### src/rdb_pkg.sv
// shared types, widths and constants for the radial distortion and blend pipeline
package rdb_pkg;

    // default number of fraction bits on pixel coordinates
    localparam int COORD_FRAC_BITS_DEFAULT = 4;

    // field widths
    localparam int IN_W       = 17;
    localparam int PREV_W     = 16;
    localparam int CTR_W      = 16;
    localparam int INV_W      = 24;
    localparam int K_W        = 21;
    localparam int OUT_W      = 17;
    localparam int CFG_IDX_W  = 3;
    localparam int CFG_DATA_W = 24;

    // internal widths
    localparam int DIFF_W     = IN_W + 1;           // ideal minus center
    localparam int NPROD_W    = DIFF_W + INV_W + 1; // offset times reciprocal focal
    localparam int NORM_W     = NPROD_W + 1;        // rounded normalized value
    localparam int MAG_W      = 31;                 // saturated magnitude
    localparam int POW_W      = 32;                 // r2, r4, r6
    localparam int TERM_W     = K_W + POW_W + 1;    // coefficient times power
    localparam int ACC_W      = 56;                 // radial sum
    localparam int FACTOR_W   = 32;                 // radial factor, Q.16
    localparam int MPROD_W    = DIFF_W + FACTOR_W;  // offset times factor
    localparam int SUM_W      = 36;                 // distorted plus previous

    // saturation limit of the normalized coordinate
    localparam logic [63:0] NORM_MAX = 64'h0000_0000_7FFF_FFFF;

    // pipeline depths
    localparam int NORM_STAGES   = 4;
    localparam int RADIAL_STAGES = 8;
    localparam int BLEND_STAGES  = 3;
    localparam int LATENCY       = NORM_STAGES + RADIAL_STAGES + BLEND_STAGES;

    // register indexes of the configuration port
    typedef enum logic [CFG_IDX_W-1:0] {
        REG_CENTER_X    = 3'd0,
        REG_CENTER_Y    = 3'd1,
        REG_INV_FOCAL_X = 3'd2,
        REG_INV_FOCAL_Y = 3'd3,
        REG_RADIAL_K1   = 3'd4,
        REG_RADIAL_K2   = 3'd5,
        REG_RADIAL_K3   = 3'd6
    } cfg_index_t;

    // configuration bundle
    typedef struct packed {
        logic        [CTR_W-1:0] center_x;
        logic        [CTR_W-1:0] center_y;
        logic        [INV_W-1:0] inv_focal_x;
        logic        [INV_W-1:0] inv_focal_y;
        logic signed [K_W-1:0]   radial_k1;
        logic signed [K_W-1:0]   radial_k2;
        logic signed [K_W-1:0]   radial_k3;
    } cfg_t;

    localparam cfg_t CFG_RESET = '{
        center_x:    16'd0,
        center_y:    16'd0,
        inv_focal_x: 24'd16777,
        inv_focal_y: 24'd16777,
        radial_k1:   21'sd0,
        radial_k2:   21'sd0,
        radial_k3:   21'sd0
    };

endpackage

### src/rdb_blend.sv
// per-axis distortion by the radial factor, average with previous point, saturation
module rdb_blend
    import rdb_pkg::*;
(
    input  logic                       clk,
    input  logic                       en,
    input  logic signed [DIFF_W-1:0]   d,
    input  logic signed [FACTOR_W-1:0] factor,
    input  logic        [PREV_W-1:0]   prev,
    input  logic        [CTR_W-1:0]    center,
    output logic signed [OUT_W-1:0]    blended
);

    localparam int PREV_DELAY = NORM_STAGES + RADIAL_STAGES + 1;
    localparam logic signed [MPROD_W-1:0] M_HALF = MPROD_W'(1) << 15;
    localparam logic signed [SUM_W-1:0]   OUT_HI = SUM_W'(65535);
    localparam logic signed [SUM_W-1:0]   OUT_LO = -SUM_W'(65536);

    logic signed [DIFF_W-1:0]  d_dly_reg [RADIAL_STAGES];
    logic        [PREV_W-1:0]  prev_dly_reg [PREV_DELAY];
    logic signed [MPROD_W-1:0] m_reg, m_next;
    logic signed [MPROD_W-1:0] m_round;
    logic signed [SUM_W-1:0]   s_reg, s_next;
    logic signed [SUM_W-1:0]   h;
    logic signed [OUT_W-1:0]   out_reg, out_next;

    // stage 1: offset times factor
    assign m_next = d_dly_reg[RADIAL_STAGES-1] * factor;

    // stage 2: round to pixels, add center and previous point
    assign m_round = (m_reg + M_HALF) >>> 16;
    assign s_next  = SUM_W'(m_round)
                   + $signed({{(SUM_W-CTR_W){1'b0}}, center})
                   + $signed({{(SUM_W-PREV_W){1'b0}}, prev_dly_reg[PREV_DELAY-1]});

    // stage 3: rounded mean and saturation
    assign h = (s_reg + SUM_W'(1)) >>> 1;

    always_comb
    begin
        if (h > OUT_HI)
        begin
            out_next = OUT_HI[OUT_W-1:0];
        end
        else if (h < OUT_LO)
        begin
            out_next = OUT_LO[OUT_W-1:0];
        end
        else
        begin
            out_next = h[OUT_W-1:0];
        end
    end

    // delay lines align offset and previous point with the factor
    always_ff @(posedge clk)
    begin
        if (en)
        begin
            d_dly_reg[0]    <= d;
            prev_dly_reg[0] <= prev;
            for (int i = 1; i < RADIAL_STAGES; i++)
            begin
                d_dly_reg[i] <= d_dly_reg[i-1];
            end
            for (int i = 1; i < PREV_DELAY; i++)
            begin
                prev_dly_reg[i] <= prev_dly_reg[i-1];
            end
            m_reg   <= m_next;
            s_reg   <= s_next;
            out_reg <= out_next;
        end
    end

    assign blended = out_reg;

endmodule

### config.mk
export PLATFORM = sky130hd
export DESIGN_NAME = rdb_blend
export DESIGN_NICKNAME = d
export VERILOG_FILES = /design/src/rdb_pkg.sv /design/src/rdb_blend.sv
export SDC_FILE = /design/constraint.sdc
export NUM_CORES = 2
export LEC_CHECK = 0
export ABC_CLOCK_PERIOD_IN_PS = 8900
export BUFFER_PORTS_ARGS = -buffer_cell sky130_fd_sc_hd__buf_4
export CAP_MARGIN = 0
export CELL_PAD_IN_SITES_DETAIL_PLACEMENT = 0
export CELL_PAD_IN_SITES_GLOBAL_PLACEMENT = 2
export CORE_MARGIN = 1
export CORE_UTILIZATION = 44
export CTS_CLUSTER_DIAMETER = 40
export CTS_CLUSTER_SIZE = 8
export DETAILED_ROUTE_END_ITERATION = 16
export PLACE_DENSITY_LB_ADDON = 0.1
export SYNTH_ARGS = -nofsm -noshare
export SYNTH_HDL_FRONTEND = slang
export SYNTH_SLANG_ARGS = --single-unit
### constraint.sdc
create_clock -name clk -period 8.9 [get_ports clk]
set_input_delay 0.89 -clock clk [delete_from_list [all_inputs] [get_ports clk]]
set_output_delay 0.89 -clock clk [all_outputs]
set_load 0.05 [all_outputs]
==> reports/metrics.yaml <==
post-route-period-util: 0.872
place_inst: 4251
largest_reg_flops: 208
routedWlPerCell_microns: 19.1
final_antenna_net_count: 0
syn_area_per_cell_sq_um: 11.5
critPathMaxFanout: 15
grt_pass1_wl_microns: 135000
clock-sinks: 440
path_class: "reg2reg"
cts_root_buf: "clkbuf_16"
rrSetupSlack_ns: 1.14
clk_pin_slew_ns: 0.05
ys_top_cells_by_count: "inv_1, fa_1, edfxtp_1"
ios: 101
hold_depth: 0
yosysSeqAreaShare: 0.364
synth.area.top_cells: "edfxtp_1, fa_1, inv_1"
setup_violations: 0
status: "finished, final reports clean"
synth_top_area_cell: "edfxtp_1"
yosysMostFrequentCell: "inv_1"
dp_hpwl_microns: 63600
clk_latency_ns: 0.61
timing.fmax_mhz: 129
yosysUniqueCellTypes: 74
rows: 104
synthArstFlopShare: 0
startpoint_type: "flop"
yosys_warnings: 0
drc: 0
end_kind: "flop"
clk_path_buf_depth: 3
antenna_found_initial: 3
numPortBuffers: 100
areaGrowthSynthToFinish_pct: 11.4
syn_area_sq_um: 36300
finalCriticalPeriod_ns: 7.76
grt_max_degree: 108
fp.dieH_microns: 289
die_w_microns: 289
dp_slack_ns: 1.03
r2r_start: "d_dly_reg[1][54]"
fin_skew_ns: 0.0525
hp-start: "d_dly_reg[0][51]"
start_util: 0.447
dr.pass1.iters: 5
cts_tree: "done"
cts_hold_buf: 0
hold_viol: 0
setup_tns_ns: 0
drv_slew: 0
required_ns: 9.21
drtIter0Drc: 1110
worst_slack_ns: 1.14
gp_congestion: 0.877
r2r-end: "m_reg[49]"
grt_usage: 0.212
drive_gt1_frac: 0.0798
worstPathArrival_ns: 8.07
tightest_slew_ns: 1.17
layout.cells.non_filler: 4355
post_cts_buffers: 0
cts-resized-gates: 0
first_global_vias: 24337
synthCells: 3166
hold_end: "d_dly_reg[0][69]"
layout.nets: 4054
slew_headroom: 0.218
synth_edf_count: 440
routed_wl_microns: 83200
cts_htree_levels: 3
yosysTopAreaCellShare: 0.364
rsz0062_at_grt: "false"
grt_overflow_total: 0
syn-num-nets: 3953
ys_seq_elements: 440
drv_cap: 0
hold_class: "reg2reg"
numCtsBuffers: 74
dieArea_sq_um: 83500
vias: 21875
vias_per_cell: 5.02
core_sq_um: 81100
nFillCells: 7351
r2r_cells: 23
synthFlopType: "edfxtp_1"
-- per-layer routing --
metal,vias to the layer above,part of all wire,GRT usage
li1,10079,-,-
met1,11212,0.44,0.282
met4,4,0.027,0.0633
met3,143,0.040,0.0274
met5,-,0.00042,0
met2,437,0.49,0.361
-- kinds of logic (layout without fill, tap and decap cells) --
logic type / after synthesis / in the layout / share of synthesized area
simple gates: 865 / 865 / 0.120
buf+inv: 806 / 934 / 0.0839
fa+ha+maj: 703 / 703 / 0.360
flops: 440 / 440 / 0.364
compound gates: 224 / 224 / 0.0396
xor+xnor: 120 / 120 / 0.0290
mux: 8 / 8 / 0.00231
other cells: 0 / 1 / 0
-- layout by cell type (no fill, tap or decap), drive strengths merged, types with 6 or more instances in the layout --
cell type | synthesis | final
inv | 696 | 697
nor3 | 20 | 20
a21oi | 79 | 79
o21bai | 8 | 8
nand2 | 371 | 371
or2 | 6 | 6
clkinv | 1 | 18
nand2b | 13 | 13
buf | 5 | 134
edfxtp | 440 | 440
xnor2 | 70 | 70
a21o | 20 | 20
nor2 | 74 | 74
nor4 | 13 | 13
nand4 | 33 | 33
ha | 134 | 134
o21a | 6 | 6
nand3 | 46 | 46
and4 | 12 | 12
and2 | 235 | 235
a31oi | 8 | 8
clkbuf | 104 | 79
o21ai | 48 | 48
and3 | 14 | 14
a211oi | 9 | 9
xor2 | 50 | 50
fa | 569 | 569
o211ai | 7 | 7
nor2b | 10 | 10
-- cell type report --
cell class | count | area, sq um | share of cell area
Antenna cell | 1 | 2.50 | 0.0000619
Clock buffer | 79 | 1870 | 0.0463
Clock inverter | 24 | 363 | 0.00898
Inverter | 697 | 2620 | 0.0648
Multi-Input combinational cell | 1920 | 20000 | 0.495
Sequential cell | 440 | 13200 | 0.327
Tap cell | 1060 | 1330 | 0.0328
Timing Repair Buffer | 134 | 1010 | 0.0251
-- worst max path at each step --
| stage | start | to | slack [ns] | depth (start not counted) |
|---|---|---|---|---|
| after floorplan | factor[17] | m_reg[49] | 1.76 | 23 |
| after global placement | factor[31] | m_reg[49] | 1.36 | 23 |
| after detailed placement | factor[31] | m_reg[49] | 1.03 | 23 |
| after CTS | d_dly_reg[1][54] | m_reg[49] | 1.08 | 23 |
| after global routing | d_dly_reg[1][54] | m_reg[49] | 0.56 | 23 |
| final | d_dly_reg[1][54] | m_reg[49] | 1.14 | 23 |
-- metrics by stage --
stage	utilization	hold slack, ns	area [sq um]
6_report	0.498	0.380	40400
5_1_grt	0.498	0.374	40400
4_1_cts	0.498	0.376	40400
3_5_place_dp	0.471	0.405	38200
3_3_place_gp	0.471	0.400	38200
2_1_floorplan	-	0.400	36300
-- worst max-delay path: stages, from the launching register on --
cell	delay (ns)
edfxtp_1	0.68
buf_4	0.33
and2_1	0.22
fa_1	0.71
inv_1	0.11
fa_1	0.52
inv_1	0.06
ha_1	0.51
inv_1	0.30
fa_1	0.60
inv_1	0.05
fa_1	0.48
inv_1	0.06
fa_1	0.53
inv_1	0.04
ha_1	0.35
inv_1	0.11
o21bai_1	0.12
a21oi_1	0.23
o21ai_0	0.15
a2111oi_0	0.51
o21ai_0	0.32
a311oi_1	0.38
xnor2_1	0.11
Power is left out: the tool's default activity adds up to more than one toggle a clock period on the data nets, which glitch-free logic cannot reach.
