==> src/rdb_pkg.sv <==
// shared types, widths and constants for the radial distortion and blend pipeline
package rdb_pkg;

    // default number of fraction bits on pixel coordinates
    localparam int COORD_FRAC_BITS_DEFAULT = 4;

    // field widths
    localparam int IN_W       = 17;
    localparam int PREV_W     = 16;
    localparam int CTR_W      = 16;
    localparam int INV_W      = 24;
    localparam int K_W        = 21;
    localparam int OUT_W      = 17;
    localparam int CFG_IDX_W  = 3;
    localparam int CFG_DATA_W = 24;

    // internal widths
    localparam int DIFF_W     = IN_W + 1;           // ideal minus center
    localparam int NPROD_W    = DIFF_W + INV_W + 1; // offset times reciprocal focal
    localparam int NORM_W     = NPROD_W + 1;        // rounded normalized value
    localparam int MAG_W      = 31;                 // saturated magnitude
    localparam int POW_W      = 32;                 // r2, r4, r6
    localparam int TERM_W     = K_W + POW_W + 1;    // coefficient times power
    localparam int ACC_W      = 56;                 // radial sum
    localparam int FACTOR_W   = 32;                 // radial factor, Q.16
    localparam int MPROD_W    = DIFF_W + FACTOR_W;  // offset times factor
    localparam int SUM_W      = 36;                 // distorted plus previous

    // saturation limit of the normalized coordinate
    localparam logic [63:0] NORM_MAX = 64'h0000_0000_7FFF_FFFF;

    // pipeline depths
    localparam int NORM_STAGES   = 4;
    localparam int RADIAL_STAGES = 8;
    localparam int BLEND_STAGES  = 3;
    localparam int LATENCY       = NORM_STAGES + RADIAL_STAGES + BLEND_STAGES;

    // register indexes of the configuration port
    typedef enum logic [CFG_IDX_W-1:0] {
        REG_CENTER_X    = 3'd0,
        REG_CENTER_Y    = 3'd1,
        REG_INV_FOCAL_X = 3'd2,
        REG_INV_FOCAL_Y = 3'd3,
        REG_RADIAL_K1   = 3'd4,
        REG_RADIAL_K2   = 3'd5,
        REG_RADIAL_K3   = 3'd6
    } cfg_index_t;

    // configuration bundle
    typedef struct packed {
        logic        [CTR_W-1:0] center_x;
        logic        [CTR_W-1:0] center_y;
        logic        [INV_W-1:0] inv_focal_x;
        logic        [INV_W-1:0] inv_focal_y;
        logic signed [K_W-1:0]   radial_k1;
        logic signed [K_W-1:0]   radial_k2;
        logic signed [K_W-1:0]   radial_k3;
    } cfg_t;

    localparam cfg_t CFG_RESET = '{
        center_x:    16'd0,
        center_y:    16'd0,
        inv_focal_x: 24'd16777,
        inv_focal_y: 24'd16777,
        radial_k1:   21'sd0,
        radial_k2:   21'sd0,
        radial_k3:   21'sd0
    };

endpackage

==> src/rdb_norm.sv <==
// per-axis offset from center and normalization to a saturated magnitude
module rdb_norm
    import rdb_pkg::*;
#(
    parameter int COORD_FRAC_BITS = COORD_FRAC_BITS_DEFAULT
)
(
    input  logic                     clk,
    input  logic                     en,
    input  logic signed [IN_W-1:0]   ideal,
    input  logic        [CTR_W-1:0]  center,
    input  logic        [INV_W-1:0]  inv_focal,
    output logic signed [DIFF_W-1:0] d,
    output logic        [MAG_W-1:0]  mag
);

    // half an lsb of the coordinate fraction, zero when there is no fraction
    localparam logic signed [NORM_W-1:0] NORM_HALF =
        NORM_W'((64'd1 << COORD_FRAC_BITS) >> 1);
    localparam logic signed [NORM_W-1:0] POS_MAX = NORM_W'(NORM_MAX);
    localparam logic signed [NORM_W-1:0] NEG_MAX = -POS_MAX;

    logic signed [DIFF_W-1:0]  d1_reg, d1_next;
    logic signed [DIFF_W-1:0]  d2_reg, d3_reg, d4_reg;
    logic signed [NPROD_W-1:0] prod_reg, prod_next;
    logic signed [NORM_W-1:0]  n_reg, n_next;
    logic signed [NORM_W-1:0]  n_neg;
    logic        [MAG_W-1:0]   mag_reg, mag_next;

    // stage 1: offset from principal point
    assign d1_next = $signed({ideal[IN_W-1], ideal}) - $signed({2'b00, center});

    // stage 2: scale by reciprocal focal length
    assign prod_next = d1_reg * $signed({1'b0, inv_focal});

    // stage 3: round away the coordinate fraction
    assign n_next = ($signed({prod_reg[NPROD_W-1], prod_reg}) + NORM_HALF) >>> COORD_FRAC_BITS;

    // stage 4: saturate and take the magnitude
    assign n_neg = -n_reg;

    always_comb
    begin
        if (n_reg > POS_MAX || n_reg < NEG_MAX)
        begin
            mag_next = MAG_W'(NORM_MAX);
        end
        else if (n_reg[NORM_W-1])
        begin
            mag_next = n_neg[MAG_W-1:0];
        end
        else
        begin
            mag_next = n_reg[MAG_W-1:0];
        end
    end

    always_ff @(posedge clk)
    begin
        if (en)
        begin
            d1_reg   <= d1_next;
            d2_reg   <= d1_reg;
            prod_reg <= prod_next;
            d3_reg   <= d2_reg;
            n_reg    <= n_next;
            d4_reg   <= d3_reg;
            mag_reg  <= mag_next;
        end
    end

    assign d   = d4_reg;
    assign mag = mag_reg;

endmodule

==> config.mk <==
export PLATFORM = sky130hd
export DESIGN_NAME = rdb_norm
export DESIGN_NICKNAME = d
export VERILOG_FILES = /design/src/rdb_pkg.sv /design/src/rdb_norm.sv
export SDC_FILE = /design/constraint.sdc
export NUM_CORES = 1
export LEC_CHECK = 0
export ABC_AREA = 1
export BUFFER_PORTS_ARGS = -buffer_cell sky130_fd_sc_hd__buf_2
export CORE_UTILIZATION = 40
export DETAILED_ROUTE_END_ITERATION = 8
export GPL_TIMING_DRIVEN = 0
export PLACE_DENSITY = 0.6
export SLEW_MARGIN = 20
export SYNTH_ARGS = -nofsm -noshare
export SYNTH_HDL_FRONTEND = slang
export SYNTH_SLANG_ARGS = --single-unit
==> constraint.sdc <==
create_clock -name clk -period 16.7 [get_ports clk]
set_input_delay 1.67 -clock clk [delete_from_list [all_inputs] [get_ports clk]]
set_output_delay 1.67 -clock clk [all_outputs]
set_load 0.05 [all_outputs]
==> impl_metrics.env <==
export IMPL_critPathLaunchType="input pin"
export IMPL_rrSetupSlack_ns=9.86
export IMPL_die_area_sq_um=60740
export IMPL_fin_cells=3782
export IMPL_drc_errors=0
export IMPL_grt_max_degree=110
export IMPL_postSynth_asyncResetShare=0
export IMPL_ys_types=40
export IMPL_wire_per_inst_microns=16.09
export IMPL_r2r_end="prod_reg[40]"
export IMPL_rsz0062_at_grt="false"
export IMPL_die_height_microns=246.4
export IMPL_fmax_mhz=131.1
export IMPL_setup_violations=0
export IMPL_stdcell_area_sq_um=25870
export IMPL_crit_chain="clkbuf_1 -> clkbuf_1 -> nand2_1 -> fa_1 -> inv_1 -> fa_1 -> fa_1 -> fa_1 -> fa_1 -> inv_1 -> fa_1 -> inv_1 -> ha_1 -> nand2_1 -> inv_1 -> nand2_1 -> nor2_1 -> nand4_1 -> nand3_1 -> nand2_1 -> nand3_1 -> nand2_1"
export IMPL_hp_class="reg2reg"
export IMPL_grt_usage=0.2150
export IMPL_io_buffer_count=83
export IMPL_tns_ns=0
export IMPL_worst_slew_pin_slew_ns=0.9494
export IMPL_die_x_microns=246.4
export IMPL_crit_path_max_fanout=10
export IMPL_netlist_instances=2893
export IMPL_antenna_found_initial=0
export IMPL_skew_ns=0.02067
export IMPL_path_clk_slew_ns=0.09
export IMPL_rows=89
export IMPL_ctsHoldBuffers=0
export IMPL_maxCapViolCount=0
export IMPL_cp_endpoint="prod_reg[40]"
export IMPL_synth_edf_count=183
export IMPL_grt_pass1_vias=18640
export IMPL_viasPerCell=4.722
export IMPL_post_route_min_period_ns=7.629
export IMPL_drt_iter0_markers=1059
export IMPL_period_share=0.4568
export IMPL_cts_htree_levels=4
export IMPL_slew_violations=0
export IMPL_placed_cell_area_sq_um=25320
export IMPL_vias=17860
export IMPL_synth_seq_area_share=0.2299
export IMPL_multi_input_area_sq_um=15120
export IMPL_finalNetCount=3569
export IMPL_place_gp_congestion=0.9180
export IMPL_syn_num_nets=3466
export IMPL_outcome="finished, final reports clean"
export IMPL_drive_gt1_frac=0.05949
export IMPL_timing_hold_ws_ns=0.4042
export IMPL_n_fill_cell=6008
export IMPL_startpoint="inv_focal[8]"
export IMPL_cts_tree="built"
export IMPL_final_antenna_net_count=0
export IMPL_antennaDiodeCount=0
export IMPL_first_pass_iters=5
export IMPL_grt_ovfl_total=0
export IMPL_dp_hpwl_microns=50300
export IMPL_cp_slowest_cell="clkbuf_1"
export IMPL_yosysWarnings=0
export IMPL_worstSetupPathType="in2reg"
export IMPL_root_buffer="clkbuf_16"
export IMPL_slew_headroom=0.3671
export IMPL_rr_worst_depth=23
export IMPL_area_growth_pct=8.255
export IMPL_cts_setup_buffers=0
export IMPL_syn_mean_instance_area_sq_um=8.262
export IMPL_io_pins=108
export IMPL_endpoint_kind="flip-flop"
export IMPL_clock_sinks=183
export IMPL_worst_path_most_repeated_cell="fa_1"
export IMPL_post_cts_resized=0
export IMPL_routed_wl_microns=60850
export IMPL_synth_seq_cells=183
export IMPL_critical_path_arrival_ns=7.87
export IMPL_critical_path_max_stage_delay_ns=0.64
export IMPL_clk_latency_ns=0.50
export IMPL_clockBufferDepth=2
export IMPL_ys_flop_type="edfxtp_1"
export IMPL_initial_utilization=0.4050
export IMPL_cts_buffers=17
export IMPL_grt_pass1_wl_microns=99680
export IMPL_required_ns=16.94
export IMPL_dp_cells=3750
export IMPL_syn_area_sq_um=23900
export IMPL_r2r_start="d1_reg[11]"
export IMPL_hold_viol=0
export IMPL_register_area_sq_um=5495
export IMPL_coreArea_sq_um=59020
[worst min-delay path by stage]
stage                           from        end  slack, ns  cells past startpoint
final                     d3_reg[16]      d[16]       0.40                      0
after global routing      d3_reg[16]      d[16]       0.42                      0
after CTS                 d3_reg[16]      d[16]       0.41                      0
after detailed placement   d2_reg[6]  d3_reg[6]       0.40                      0
after global placement     d2_reg[9]  d3_reg[9]       0.40                      0
after floorplan            d2_reg[0]  d3_reg[0]       0.40                      0
[layout by cell type, fill, tap and decap left out, types with 9 or more instances in the layout]
master     netlist  layout
buf_2            3      85
clkbuf_16        0      17
o21ai_0         32      32
ha_1           161     161
clkbuf_1        84      85
nand2_1        810     810
nor2_1         137     137
xnor2_1         26      26
nor2_2           9       9
edfxtp_1       183     183
nand2_2          9       9
inv_1          775     775
nand3_1         92      92
or2_2           18      18
nor3_1          25      25
fa_1           353     353
nand4_1         18      18
xor2_1          47      47
a21oi_1         49      49
[area by class of cell]
class                   instances  share of cell area
clock buffers                  18             0.01659
repair buffers                 84             0.01750
multi-input cells            1842              0.5844
inverters                     777              0.1127
clock inverters                14            0.004787
plain buffers                  91             0.01422
well taps                     773             0.03738
flip-flops and latches        183              0.2124
[worst max-delay path: cells and delay by family]
family,cells,cell delay (ns)
AND/OR/NAND/NOR,9,1.27
buffers and inverters,6,1.39
adder cells (fa/ha/maj),7,3.53
[cell usage after synthesis (2+ instances only)]
cell type / n / area share
a21oi_1: 49 / 0.010
nor3_2: 3 / 0.0013
nor2_2: 9 / 0.0024
nor4_1: 7 / 0.0018
nand3_2: 2 / 0.00084
o21bai_1: 5 / 0.0016
nand2_4: 2 / 0.00094
nor3_1: 25 / 0.0052
or2_2: 18 / 0.0047
a21o_1: 6 / 0.0019
o211ai_1: 2 / 0.00063
nand4_1: 18 / 0.0047
edfxtp_1: 183 / 0.23
xor2_1: 47 / 0.017
a31oi_1: 3 / 0.00079
nor2_1: 137 / 0.022
nand2_1: 810 / 0.13
xnor2_1: 26 / 0.0095
o21ai_0: 32 / 0.0067
ha_1: 161 / 0.084
buf_6: 3 / 0.0014
nand3b_1: 8 / 0.0025
fa_1: 353 / 0.30
clkbuf_1: 84 / 0.013
nand2_2: 9 / 0.0024
nand3_1: 92 / 0.019
buf_2: 3 / 0.00063
inv_1: 775 / 0.12
nor2_4: 6 / 0.0028
nand4_2: 2 / 0.0010
nor3_4: 3 / 0.0020
inv_2: 2 / 0.00031
[routing by layer]
layer / track usage / wire (microns)
met1: 0.2744 / 26550
met5: 0 / 0
met3: 0.04379 / 3796
met4: 0.08678 / 2262
met2: 0.3550 / 28240
[kinds of logic after synthesis]
kind of cell / after synthesis / share of synthesized area
and+or+nand+nor: 1156 / 0.2036
xor gates and xnor gates: 73 / 0.02675
adders and majority gates: 514 / 0.3799
DFF: 183 / 0.2299
AOI/OAI and AO/OA: 99 / 0.02235
buffers and inverters: 868 / 0.1374
[metrics by stage]
| step | util | setup WS [ns] |
|---|---|---|
| after global placement | 0.4284 | 8.683 |
| after floorplan | - | 9.767 |
| after CTS | 0.4384 | 9.215 |
| final | 0.4384 | 9.071 |
| after global routing | 0.4384 | 8.869 |
| after detailed placement | 0.4290 | 8.696 |
Power is not shown: default switching activity piles up to over one toggle a cycle in this logic, so the estimate is an artifact.
