$ cat src/rdb_pkg.sv
// shared types, widths and constants for the radial distortion and blend pipeline
package rdb_pkg;

    // default number of fraction bits on pixel coordinates
    localparam int COORD_FRAC_BITS_DEFAULT = 4;

    // field widths
    localparam int IN_W       = 17;
    localparam int PREV_W     = 16;
    localparam int CTR_W      = 16;
    localparam int INV_W      = 24;
    localparam int K_W        = 21;
    localparam int OUT_W      = 17;
    localparam int CFG_IDX_W  = 3;
    localparam int CFG_DATA_W = 24;

    // internal widths
    localparam int DIFF_W     = IN_W + 1;           // ideal minus center
    localparam int NPROD_W    = DIFF_W + INV_W + 1; // offset times reciprocal focal
    localparam int NORM_W     = NPROD_W + 1;        // rounded normalized value
    localparam int MAG_W      = 31;                 // saturated magnitude
    localparam int POW_W      = 32;                 // r2, r4, r6
    localparam int TERM_W     = K_W + POW_W + 1;    // coefficient times power
    localparam int ACC_W      = 56;                 // radial sum
    localparam int FACTOR_W   = 32;                 // radial factor, Q.16
    localparam int MPROD_W    = DIFF_W + FACTOR_W;  // offset times factor
    localparam int SUM_W      = 36;                 // distorted plus previous

    // saturation limit of the normalized coordinate
    localparam logic [63:0] NORM_MAX = 64'h0000_0000_7FFF_FFFF;

    // pipeline depths
    localparam int NORM_STAGES   = 4;
    localparam int RADIAL_STAGES = 8;
    localparam int BLEND_STAGES  = 3;
    localparam int LATENCY       = NORM_STAGES + RADIAL_STAGES + BLEND_STAGES;

    // register indexes of the configuration port
    typedef enum logic [CFG_IDX_W-1:0] {
        REG_CENTER_X    = 3'd0,
        REG_CENTER_Y    = 3'd1,
        REG_INV_FOCAL_X = 3'd2,
        REG_INV_FOCAL_Y = 3'd3,
        REG_RADIAL_K1   = 3'd4,
        REG_RADIAL_K2   = 3'd5,
        REG_RADIAL_K3   = 3'd6
    } cfg_index_t;

    // configuration bundle
    typedef struct packed {
        logic        [CTR_W-1:0] center_x;
        logic        [CTR_W-1:0] center_y;
        logic        [INV_W-1:0] inv_focal_x;
        logic        [INV_W-1:0] inv_focal_y;
        logic signed [K_W-1:0]   radial_k1;
        logic signed [K_W-1:0]   radial_k2;
        logic signed [K_W-1:0]   radial_k3;
    } cfg_t;

    localparam cfg_t CFG_RESET = '{
        center_x:    16'd0,
        center_y:    16'd0,
        inv_focal_x: 24'd16777,
        inv_focal_y: 24'd16777,
        radial_k1:   21'sd0,
        radial_k2:   21'sd0,
        radial_k3:   21'sd0
    };

endpackage

$ cat src/rdb_cfg.sv
// configuration register file for lens center, focal reciprocals and radial coefficients
module rdb_cfg
    import rdb_pkg::*;
(
    input  logic                  clk,
    input  logic                  rst_n,
    input  logic                  wr_en,
    input  logic [CFG_IDX_W-1:0]  wr_index,
    input  logic [CFG_DATA_W-1:0] wr_data,
    output cfg_t                  cfg
);

    cfg_t cfg_reg;
    cfg_t cfg_next;

    // register write decode, unknown indexes are dropped
    always_comb
    begin
        cfg_next = cfg_reg;
        if (wr_en)
        begin
            unique case (cfg_index_t'(wr_index))
                REG_CENTER_X:    cfg_next.center_x    = wr_data[CTR_W-1:0];
                REG_CENTER_Y:    cfg_next.center_y    = wr_data[CTR_W-1:0];
                REG_INV_FOCAL_X: cfg_next.inv_focal_x = wr_data[INV_W-1:0];
                REG_INV_FOCAL_Y: cfg_next.inv_focal_y = wr_data[INV_W-1:0];
                REG_RADIAL_K1:   cfg_next.radial_k1   = $signed(wr_data[K_W-1:0]);
                REG_RADIAL_K2:   cfg_next.radial_k2   = $signed(wr_data[K_W-1:0]);
                REG_RADIAL_K3:   cfg_next.radial_k3   = $signed(wr_data[K_W-1:0]);
                default:         cfg_next = cfg_reg;
            endcase
        end
    end

    always_ff @(posedge clk or negedge rst_n)
    begin
        if (!rst_n)
        begin
            cfg_reg <= CFG_RESET;
        end
        else
        begin
            cfg_reg <= cfg_next;
        end
    end

    assign cfg = cfg_reg;

endmodule

$ cat config.mk
export PLATFORM = sky130hd
export DESIGN_NAME = rdb_cfg
export DESIGN_NICKNAME = d
export VERILOG_FILES = /design/src/rdb_pkg.sv /design/src/rdb_cfg.sv
export SDC_FILE = /design/constraint.sdc
export NUM_CORES = 1
export LEC_CHECK = 0
export BUFFER_PORTS_ARGS = -buffer_cell sky130_fd_sc_hd__buf_4
export CAP_MARGIN = 25
export CORE_ASPECT_RATIO = 0.9
export CORE_MARGIN = 2
export CORE_UTILIZATION = 45
export DETAILED_ROUTE_END_ITERATION = 8
export GPL_ROUTABILITY_DRIVEN = 0
export PLACE_DENSITY = 0.72
export SLEW_MARGIN = 0
export SYNTH_ARGS = -nofsm -noshare
export SYNTH_HDL_FRONTEND = slang
export SYNTH_SLANG_ARGS = --single-unit
$ cat constraint.sdc
create_clock -name clk -period 1 [get_ports clk]
set_input_delay 0.05 -clock clk [delete_from_list [all_inputs] [get_ports clk]]
set_output_delay 0.05 -clock clk [all_outputs]
set_load 0.02 [all_outputs]
==> out/metrics.cfg, run 1 <==
[timing]
final_critical_path_setup_slack_ns = -0.1313
setup-tns-final_ns = -1.442
final.period_utilization_pct = 113.1
final.min_clock_period_ns = 1.131
finClkSkew_ns = 0
rsz0062_at_grt = yes
timing.max_slew.rel_slack_pct = 81.73
max_clock_freq_ghz = 0.8839
final_hold_viol_count = 0
setup_viol = 41
timing_worst_slew_pin_value_ns = 0.2730
fin_worst_hold_slack_ns = 0.04225
maxSlewViolCount = 0

[clock_network]
worst_skew_pair.late_latency_ns = 0.42
cts_root_buffer = sky130_fd_sc_hd__clkbuf_16
ctsLongestPathBuffers = 2
worst_setup_hold_path_clk_slew_ns = 0.06
numClockSinks = 143
cts-buffers-inserted = 17
cts_htree_levels = 4
clock_tree_from_tritoncts = built

[critical_path]
cp.buffers_inverters = 1
delay_contributed_by_the_slowest_stage_of_the_critical_path_ns = 0.55
slowest_stage = sky130_fd_sc_hd__dfstp_2
timing.rr.start = cfg[121]
regToRegSetupSlack_ns = 0.07
cp_data_arrival_time_ns = 1.08
startpoint = cfg[94]
timing.rr.end = cfg[121]
setup.worst_path.class = flop to output pin
cp_top_family = flip-flops
endpoint_kind = output pin
ff2ff_path_depth = 2
crit_required_ns = 0.95
kind_of_start_point_of_the_critical_path = flop
critical_path_cell_by_cell = buf_6
cp_max_fo = 2

[die]
io_pins = 173
std_cell_rows = 37
core_area_sq_um = 11570
start_util_pct = 46.71
die_area_sq_um = 12910
die_width_um = 119.5
fp.dieH_um = 108.0

[global_routing]
first_global_vias = 3885
grt_pass1_wl_um = 21620
grt_start_max_net_pins = 50
grt_antenna_before_repair = 0
grt_util_all_layers_pct = 22.39
globalRoute.totalOverflow = 0

[final_layout]
summed_area_of_non_filler_cells_in_the_final_layout_sq_um = 8867
area_growth_from_synthesis_to_final_layout_pct = 64.01
final_net_count = 603
largest_reg_flops = 143
antennaDiodeCount = 0
fraction_of_layout_cells_with_a_size_suffix_above_1_pct = 71.79

[job]
cap_violations = 0

[synth]
syn_inst = 307
synth-warning-count = 0
netlist_top_cells_area = sky130_fd_sc_hd__dfrtp_1 (62%), sky130_fd_sc_hd__mux2_2 (30%), sky130_fd_sc_hd__dfstp_2 (4.9%), sky130_fd_sc_hd__buf_6 (1.2%), sky130_fd_sc_hd__buf_2 (0.74%)
ys_async_sr_fraction_pct = 100.0
synth_cell_count_leaders = sky130_fd_sc_hd__mux2_2 (142), sky130_fd_sc_hd__dfrtp_1 (133), sky130_fd_sc_hd__dfstp_2 (10)
post-synth-top-count-cell = sky130_fd_sc_hd__mux2_2
yosys_register_bits = 143
netlist_area_sq_um = 5406
synth_top_area_share_pct = 61.56
synth_ff_type = sky130_fd_sc_hd__dfrtp_1
average_cell_area_after_synthesis_sq_um = 17.61
netlist-cell-type-count = 10
yosys.area.top_type = sky130_fd_sc_hd__dfrtp_1
mappedNetlistNets = 337
seq_area_frac_synth_pct = 66.42
number_of_flops_mapped_to_enable_cells_by_yosys = 0

[routing]
via_count = 3628
firstDrtPassIters = 4
drc_violations_left = 0
route.final.wire_length_um = 13700
dr_iter_0_viols = 138
detail_route.vias_per_cell = 4.896
routed_wire_length_per_instance_um = 18.49
antenna_violating_nets_left = 0

[power_and_ir_drop]
ir_drop_v = 0.001632
power_leakage_nw = 4.149
powerDensity_nw_per_um2 = 2387
totalPowerFinal_mw = 21.16

[status]
failed_checks = negative setup slack
run_status = complete, but fails checks

[place]
dpl-instance-area_sq_um = 7158
pre_cts_ws_ns = -0.2140
detail_placement_hpwl_um = 8955
placement.io_buffers = 172

[hold_path]
hold_path.class = input port to async pin

[cells by family (layout without fill, tap and decap cells)]
family / count (synthesis) / after routing / synth area share [%]
buffers and inverters: 14 / 292 / 1.990
DFF: 143 / 143 / 66.42
muxes: 143 / 143 / 29.85
and+or+nand+nor: 7 / 7 / 1.736
[power breakdown]
group | switching (mW) | total, mW | leakage, nW | internal, mW
registers | 0.951 | 8.10 | 1.70 | 7.15
logic | 3.03 | 7.17 | 2.18 | 4.14
clock network | 2.23 | 5.89 | 0.266 | 3.66
[metal layers]
metal | up-vias | global-route usage [%] | share of wire, %
met1 | 1874 | 27.14 | 41
met3 | 25 | 6.698 | 5.1
met4 | 0 | 8.403 | 2.2
li1 | 1623 | - | -
met2 | 106 | 38.16 | 52
met5 | - | 0 | 0
[metrics by stage]
| step | util, % | cells |
|---|---|---|
| 2_1_floorplan | - | 307 |
| 6_report | 76.62 | 741 |
| 5_1_grt | 76.62 | 741 |
| 3_5_place_dp | 61.85 | 636 |
| 3_3_place_gp | 61.85 | 636 |
| 4_1_cts | 76.10 | 733 |
[how the worst max path moves through the flow]
stage	end	slack [ns]	cells after the start
4_1_cts	cfg[94]	-0.15	1
3_3_place_gp	cfg[110]	-0.19	4
6_report	cfg[94]	-0.13	1
3_5_place_dp	cfg[59]	-0.21	4
2_1_floorplan	cfg[127]	-0.13	3
5_1_grt	cfg[94]	-0.16	1
[layout make-up]
type	count	area, sq um
fillers	669	2706
repair buffers	261	2725
well taps	156	195.2
multi-input cells	150	1802
flip-flops and latches	143	3591
clock buffers	26	499.2
clock inverters	5	55.05
[layout by cell type (no fill, tap or decap)]
cell type / instances
sky130_fd_sc_hd__clkinvlp_4: 2
sky130_fd_sc_hd__nand4b_1: 2
sky130_fd_sc_hd__buf_6: 144
sky130_fd_sc_hd__clkbuf_1: 5
sky130_fd_sc_hd__bufinv_16: 1
sky130_fd_sc_hd__clkinv_2: 2
sky130_fd_sc_hd__clkbuf_8: 4
sky130_fd_sc_hd__buf_12: 13
sky130_fd_sc_hd__nor4b_4: 1
sky130_fd_sc_hd__mux2_4: 26
sky130_fd_sc_hd__clkbuf_16: 17
sky130_fd_sc_hd__dfstp_2: 10
sky130_fd_sc_hd__dfrtp_1: 133
sky130_fd_sc_hd__dlygate4sd3_1: 25
sky130_fd_sc_hd__buf_4: 79
sky130_fd_sc_hd__mux2_2: 117
sky130_fd_sc_hd__nand4b_2: 1
sky130_fd_sc_hd__and4bb_2: 3
[timing repair]
action,CTS,global route
setup endpoints to repair,143,143
buffers inserted,41,8
hold endpoints to repair,278,0
hold buffers,25,0
resized for setup,143,0
No activity file was read; power rests on OpenSTA's default activity.
==> run 2: changes to the inputs <==
Settings changed: CELL_PAD_IN_SITES_DETAIL_PLACEMENT from default to 0, CELL_PAD_IN_SITES_GLOBAL_PLACEMENT from default to 1, CORE_UTILIZATION 45 to 41, PLACE_DENSITY 0.72 to default, PLACE_DENSITY_LB_ADDON from default to 0.1.
==> run 2 against run 1 <==
  * The run still ends with negative setup slack left
  * Global-route usage down 1.3 points
  * Maximum frequency shrank 0.47%
  * Sequential share of layout area up 0.063 points
  * Routed wire length grew 0.46%
  * Die area up 9.4%
  * Flip-flop and latch count unchanged
  * Register-to-register slack is essentially flat
  * Final cell count rose by 0.40%
  * Worst setup slack lost 0.0054 ns
  * Critical path type unchanged
  * Largest power group unchanged
==> out/metrics.cfg, run 2 (synthesis results as in run 1) <==
[critical_path]
setup.worst_path.class = flop to output pin  ; unchanged
critical_path_cell_by_cell = buf_6  ; unchanged
slowest_stage = sky130_fd_sc_hd__dfstp_2  ; unchanged
regToRegSetupSlack_ns = 0.08  ; was 0.07 ns
cp_data_arrival_time_ns = 1.09  ; was 1.08 ns
cp_max_fo = 2  ; unchanged
cp.buffers_inverters = 1  ; unchanged
crit_path_end = cfg[63]  ; was cfg[94]
crit_cells = 1  ; unchanged
cp_top_family = flip-flops  ; unchanged
ff2ff_path_depth = 2  ; unchanged
kind_of_start_point_of_the_critical_path = flop  ; unchanged
startpoint = cfg[63]  ; was cfg[94]
endpoint_kind = output pin  ; unchanged
delay_contributed_by_the_slowest_stage_of_the_critical_path_ns = 0.54  ; was 0.55 ns
timing.rr.end = cfg[97]  ; was cfg[121]
crit_required_ns = 0.95  ; about the same
timing.rr.start = cfg[97]  ; was cfg[121]

[place]
place_inst = 653  ; was 636
placement.io_buffers = 172  ; unchanged
detail_placement_hpwl_um = 9089  ; was 8955 um
pre_cts_ws_ns = -0.2229  ; was -0.2140 ns
dpl-instance-area_sq_um = 7223  ; was 7158 sq um

[routing]
drc_violations_left = 0  ; unchanged
dr_iter_0_viols = 173  ; was 138
via_count = 3635  ; was 3628
met1_length_um = 6245  ; was 5607 um
routed_wire_length_per_instance_um = 18.50  ; was 18.49 um
antenna_violating_nets_left = 0  ; unchanged
route.top_layer_used = met4  ; unchanged
detailroute.wirelength.met2_um = 6532  ; was 7094 um
met3_length_um = 737  ; was 698 um
detail_route.vias_per_cell = 4.886  ; was 4.896
firstDrtPassIters = 4  ; unchanged
route.final.wire_length_um = 13760  ; was 13700 um

[die]
die_area_sq_um = 14120  ; was 12910 sq um
io_pins = 173  ; unchanged
start_util_pct = 42.29  ; was 46.71%
fp.dieH_um = 112.9  ; was 108.0 um
std_cell_rows = 39  ; was 37
core_area_sq_um = 12780  ; was 11570 sq um
die_width_um = 125.0  ; was 119.5 um

[global_routing]
grt_pass1_wl_um = 22560  ; was 21620 um
globalRoute.totalOverflow = 0  ; unchanged
grt_util_all_layers_pct = 21.04  ; was 22.39%
grt_antenna_before_repair = 0  ; unchanged
grt_start_max_net_pins = 33  ; was 50
first_global_vias = 3966  ; was 3885

[power_and_ir_drop]
powerDensity_nw_per_um2 = 2411  ; was 2387 nW/um^2
power_leakage_nw = 4.134  ; was 4.149 nW
ir_drop_v = 0.001342  ; was 0.001632 V
totalPowerFinal_mw = 21.34  ; was 21.16 mW

[timing]
max_clock_freq_ghz = 0.8797  ; was 0.8839 GHz
timing_worst_slew_pin_value_ns = 0.3468  ; was 0.2730 ns
final.min_clock_period_ns = 1.137  ; was 1.131 ns
maxSlewViolCount = 0  ; unchanged
rsz0062_at_grt = yes  ; unchanged
fin_worst_hold_slack_ns = 0.08682  ; was 0.04225 ns
final_critical_path_setup_slack_ns = -0.1367  ; was -0.1313 ns
timing.max_slew.rel_slack_pct = 76.88  ; was 81.73%
setup_viol = 62  ; was 41
finClkSkew_ns = 0  ; unchanged
final.period_utilization_pct = 113.7  ; was 113.1%
final_hold_viol_count = 0  ; unchanged

[final_layout]
layout_commonest_cell = sky130_fd_sc_hd__buf_6  ; unchanged
fraction_of_layout_cells_with_a_size_suffix_above_1_pct = 72.24  ; was 71.79%
layout_common_cells = sky130_fd_sc_hd__buf_6 (144), sky130_fd_sc_hd__dfrtp_1 (133), sky130_fd_sc_hd__mux2_2 (117)  ; unchanged
largest_reg_flops = 143  ; unchanged
fin_cells = 744  ; was 741
summed_area_of_non_filler_cells_in_the_final_layout_sq_um = 8853  ; was 8867 sq um
antennaDiodeCount = 0  ; unchanged
area_growth_from_synthesis_to_final_layout_pct = 63.76  ; was 64.01%
final_net_count = 597  ; was 603

[hold_path]
hold_path.class = input port to async pin  ; unchanged

[clock_network]
worst_setup_hold_path_clk_slew_ns = 0.06  ; about the same
numClockSinks = 143  ; unchanged
clock_tree_from_tritoncts = built  ; unchanged
cts_htree_levels = 4  ; unchanged
worst_skew_pair.late_latency_ns = 0.42  ; about the same
cts_root_buffer = sky130_fd_sc_hd__clkbuf_16  ; unchanged
cts-buffers-inserted = 17  ; unchanged
ctsLongestPathBuffers = 2  ; unchanged

[status]
run_status = complete, but fails checks  ; unchanged
failed_checks = negative setup slack  ; unchanged

[job]
cap_violations = 0  ; unchanged

[run 2: stage by stage]
step	utilization [%]	TNS, ns
floorplan	-	-1.615
finish	69.25	-1.589
detailed placement	56.50	-23.98
global route	69.25	-5.171
CTS	68.90	-3.664
global placement	56.50	-22.07
[run 2: where the power goes]
part           switching (mW)  total, mW  leakage [nW]  internal, mW
combinational            2.94       6.94          2.14          4.00
sequential              0.969       8.12          1.70          7.15
clock                    2.34       6.28         0.292          3.94
total                    6.25       21.3          4.13          15.1
[run 2: worst min-delay path by stage]
stage | to | slack, ns | cells after the start
floorplan | cfg[0] | -0.25 | 0
CTS | cfg[72] | 0.08 | 2
finish | cfg[72] | 0.09 | 2
global route | cfg[72] | 0.10 | 2
detailed placement | cfg[72] | -0.04 | 1
global placement | cfg[72] | -0.04 | 1
[run 2: layout make-up]
| class | count | area [sq um] |
|---|---|---|
| Clock buffer | 19 | 442.9 |
| Clock inverter | 13 | 145.1 |
| Fill cell | 910 | 3931 |
| Multi-Input combinational cell | 150 | 1802 |
| Sequential cell | 143 | 3591 |
| Tap cell | 164 | 205.2 |
| Timing Repair Buffer | 255 | 2668 |
[run 2: layer usage]
| layer | vias to the layer above | global-route usage (%) |
|---|---|---|
| met5 | - | 0 |
| met4 | 0 | 8.667 |
| met3 | 19 | 5.910 |
| met2 | 111 | 32.14 |
| met1 | 1877 | 28.62 |
| li1 | 1628 | - |
[run 2: what timing repair did]
| action | in CTS | in global routing |
|---|---|---|
| gates resized for setup | 143 | 0 |
| pin swaps | 0 | 0 |
| gates cloned | 0 | 0 |
| hold buffers | 25 | 0 |
| setup buffers | 28 | 6 |
| hold endpoints to repair | 280 | 0 |
| endpoints found under the setup margin | 143 | 143 |
==> run 3: changes to the inputs <==
Settings changed: SETUP_SLACK_MARGIN from default to 0.2.
==> run 3 against run 2 <==
  * The run still ends with negative setup slack left
  * Utilization is 4.1 points higher
  * Clock-buffer cell count is 8 higher
  * Maximum frequency is 0.40% lower
  * Worst hold slack worse by 0.040 ns
  * First-iteration DRC count is 14% higher
  * Largest power group unchanged
  * Die area stayed put
  * Via count is 1.0% higher
  * Combinational power is 12% higher
  * Critical path depth stayed put
  * Global-route usage is 0.34 points higher
  * Non-clock buffer count is 15 higher
  * Worst setup slack worse by 0.0046 ns
==> out/metrics.cfg, run 3 (synthesis results as in run 1) <==
[timing]
finClkSkew_ns = 0  ; unchanged
maxSlewViolCount = 0  ; unchanged
rsz0062_at_grt = yes  ; unchanged
max_clock_freq_ghz = 0.8762  ; was 0.8797 GHz
final.min_clock_period_ns = 1.141  ; was 1.137 ns
timing_worst_slew_pin_value_ns = 0.2646  ; was 0.3468 ns
timing.max_slew.rel_slack_pct = 82.36  ; was 76.88%
setup-tns-final_ns = -2.258  ; was -1.589 ns
setup_viol = 96  ; was 62
final_hold_viol_count = 0  ; unchanged
final.period_utilization_pct = 114.1  ; was 113.7%
final_critical_path_setup_slack_ns = -0.1413  ; was -0.1367 ns

[die]
die_area_sq_um = 14120  ; unchanged
io_pins = 173  ; unchanged
std_cell_rows = 39  ; unchanged
start_util_pct = 42.29  ; unchanged
die_width_um = 125.0  ; unchanged
fp.dieH_um = 112.9  ; unchanged
core_area_sq_um = 12780  ; unchanged

[critical_path]
ff2ff_path_depth = 2  ; unchanged
slowest_stage = sky130_fd_sc_hd__dfstp_2  ; unchanged
delay_contributed_by_the_slowest_stage_of_the_critical_path_ns = 0.55  ; was 0.54 ns
cp_data_arrival_time_ns = 1.09  ; about the same
cp_max_fo = 2  ; unchanged
crit_required_ns = 0.95  ; about the same
critical_path_cell_by_cell = buf_6  ; unchanged
cp_top_family = flip-flops  ; unchanged
crit_cells = 1  ; unchanged
cp.buffers_inverters = 1  ; unchanged
endpoint_kind = output pin  ; unchanged
kind_of_start_point_of_the_critical_path = flop  ; unchanged
setup.worst_path.class = flop to output pin  ; unchanged

[global_routing]
grt_pass1_wl_um = 22870  ; was 22560 um
first_global_vias = 3995  ; was 3966
grt_start_max_net_pins = 50  ; was 33
grt_util_all_layers_pct = 21.38  ; was 21.04%
grt_antenna_before_repair = 0  ; unchanged
globalRoute.totalOverflow = 0  ; unchanged

[clock_network]
cts_root_buffer = sky130_fd_sc_hd__clkbuf_16  ; unchanged
worst_setup_hold_path_clk_slew_ns = 0.06  ; about the same
clock_tree_from_tritoncts = built  ; unchanged
cts_htree_levels = 4  ; unchanged
cts-buffers-inserted = 17  ; unchanged
numClockSinks = 143  ; unchanged
worst_skew_pair.late_latency_ns = 0.42  ; about the same
ctsLongestPathBuffers = 2  ; unchanged

[final_layout]
area_growth_from_synthesis_to_final_layout_pct = 73.34  ; was 63.76%
summed_area_of_non_filler_cells_in_the_final_layout_sq_um = 9371  ; was 8853 sq um
antennaDiodeCount = 0  ; unchanged
largest_reg_flops = 143  ; unchanged
layout_commonest_cell = sky130_fd_sc_hd__buf_6  ; unchanged
final_net_count = 612  ; was 597
layout_common_cells = sky130_fd_sc_hd__buf_6 (185), sky130_fd_sc_hd__dfrtp_1 (121), sky130_fd_sc_hd__mux2_4 (84)  ; was sky130_fd_sc_hd__buf_6 (144), sky130_fd_sc_hd__dfrtp_1 (133), sky130_fd_sc_hd__mux2_2 (117)
fraction_of_layout_cells_with_a_size_suffix_above_1_pct = 74.79  ; was 72.24%

[routing]
antenna_violating_nets_left = 0  ; unchanged
detail_route.vias_per_cell = 4.838  ; was 4.886
routed_wire_length_per_instance_um = 19.71  ; was 18.50 um
drc_violations_left = 0  ; unchanged
dr_iter_0_viols = 197  ; was 173
firstDrtPassIters = 6  ; was 4
route.final.wire_length_um = 14960  ; was 13760 um
via_count = 3672  ; was 3635

[power_and_ir_drop]
seq_power_share_pct = 37.4  ; was 38.0%
totalPowerFinal_mw = 21.97  ; was 21.34 mW
netSwitchingFraction_pct = 29.24  ; was 29.28%
ir_drop_v = 0.001653  ; was 0.001342 V
powerDensity_nw_per_um2 = 2344  ; was 2411 nW/um^2
p_int_mw = 15.54  ; was 15.09 mW
power.switching_mw = 6.424  ; was 6.250 mW
power_leakage_nw = 4.478  ; was 4.134 nW
pwr-share-comb_pct = 35.5  ; was 32.5%
clkPwrFrac_pct = 27.1  ; was 29.4%

[place]
placement.io_buffers = 172  ; unchanged
detail_placement_hpwl_um = 9097  ; was 9089 um
pre_cts_ws_ns = -0.2031  ; was -0.2229 ns
dpl-instance-area_sq_um = 7395  ; was 7223 sq um

[status]
failed_checks = negative setup slack  ; unchanged
run_status = complete, but fails checks  ; unchanged

[hold_path]
hold_path.class = input port to async pin  ; unchanged

[job]
cap_violations = 0  ; unchanged

[run 3: routing by layer]
metal | track usage [%] | vias up | part of all wire [%]
li1 | - | 1652 | -
met1 | 27.50 | 1889 | 43
met2 | 33.91 | 113 | 49
met3 | 7.518 | 18 | 6.2
met4 | 7.630 | 0 | 1.5
met5 | 0 | - | 0
[run 3: per-stage QoR]
step / utilization, % / cells / hold WS [ns]
after floorplan: - / 307 / -0.2456
after global placement: 57.84 / 647 / -0.08359
after detailed placement: 57.84 / 647 / -0.07952
after CTS: 71.23 / 749 / 0.03966
after global routing: 73.30 / 759 / 0.04297
final: 73.30 / 759 / 0.04648
[run 3: path summary, 6_finish.rpt]
kind / start / endpoint / slack, ns
max in group asynchronous: rst_n / cfg[71] / 0.37
worst max register to register: cfg[100] / cfg[100] / 0.08
worst min register to register: cfg[40] / cfg[40] / 0.53
worst max-delay path: cfg[101] / cfg[101] / -0.14
worst min-delay path: rst_n / cfg[57] / 0.05
min in group clk: wr_en / cfg[76] / 0.23
[run 3: final cells by class]
| type | count | area, sq um |
|---|---|---|
| Clock inverter | 5 | 25.02 |
| Clock buffer | 27 | 543.0 |
| Multi-Input combinational cell | 150 | 2028 |
| Timing Repair Buffer | 270 | 2964 |
| Sequential cell | 143 | 3606 |
| Fill cell | 806 | 3413 |
| Tap cell | 164 | 205.2 |
[run 3: repair_timing]
item                                    4_1_cts  5_1_grt
hold buffers                                 25        0
hold endpoints to repair                    277        0
resized for setup                           148       46
buffers inserted                             45        9
cloned                                        0        1
pin swaps                                     0        1
endpoints found under the setup margin      143      203
[run 3: power groups by stage]
stage / logic, mW / clock network, mW / registers (mW)
2_1_floorplan: 1.60 / 0 / 9.49
3_3_place_gp: 5.89 / 0 / 7.96
3_5_place_dp: 5.95 / 0 / 8.00
4_1_cts: 7.46 / 6.08 / 8.14
5_1_grt: 8.17 / 6.34 / 8.39
6_report: 7.80 / 5.95 / 8.22
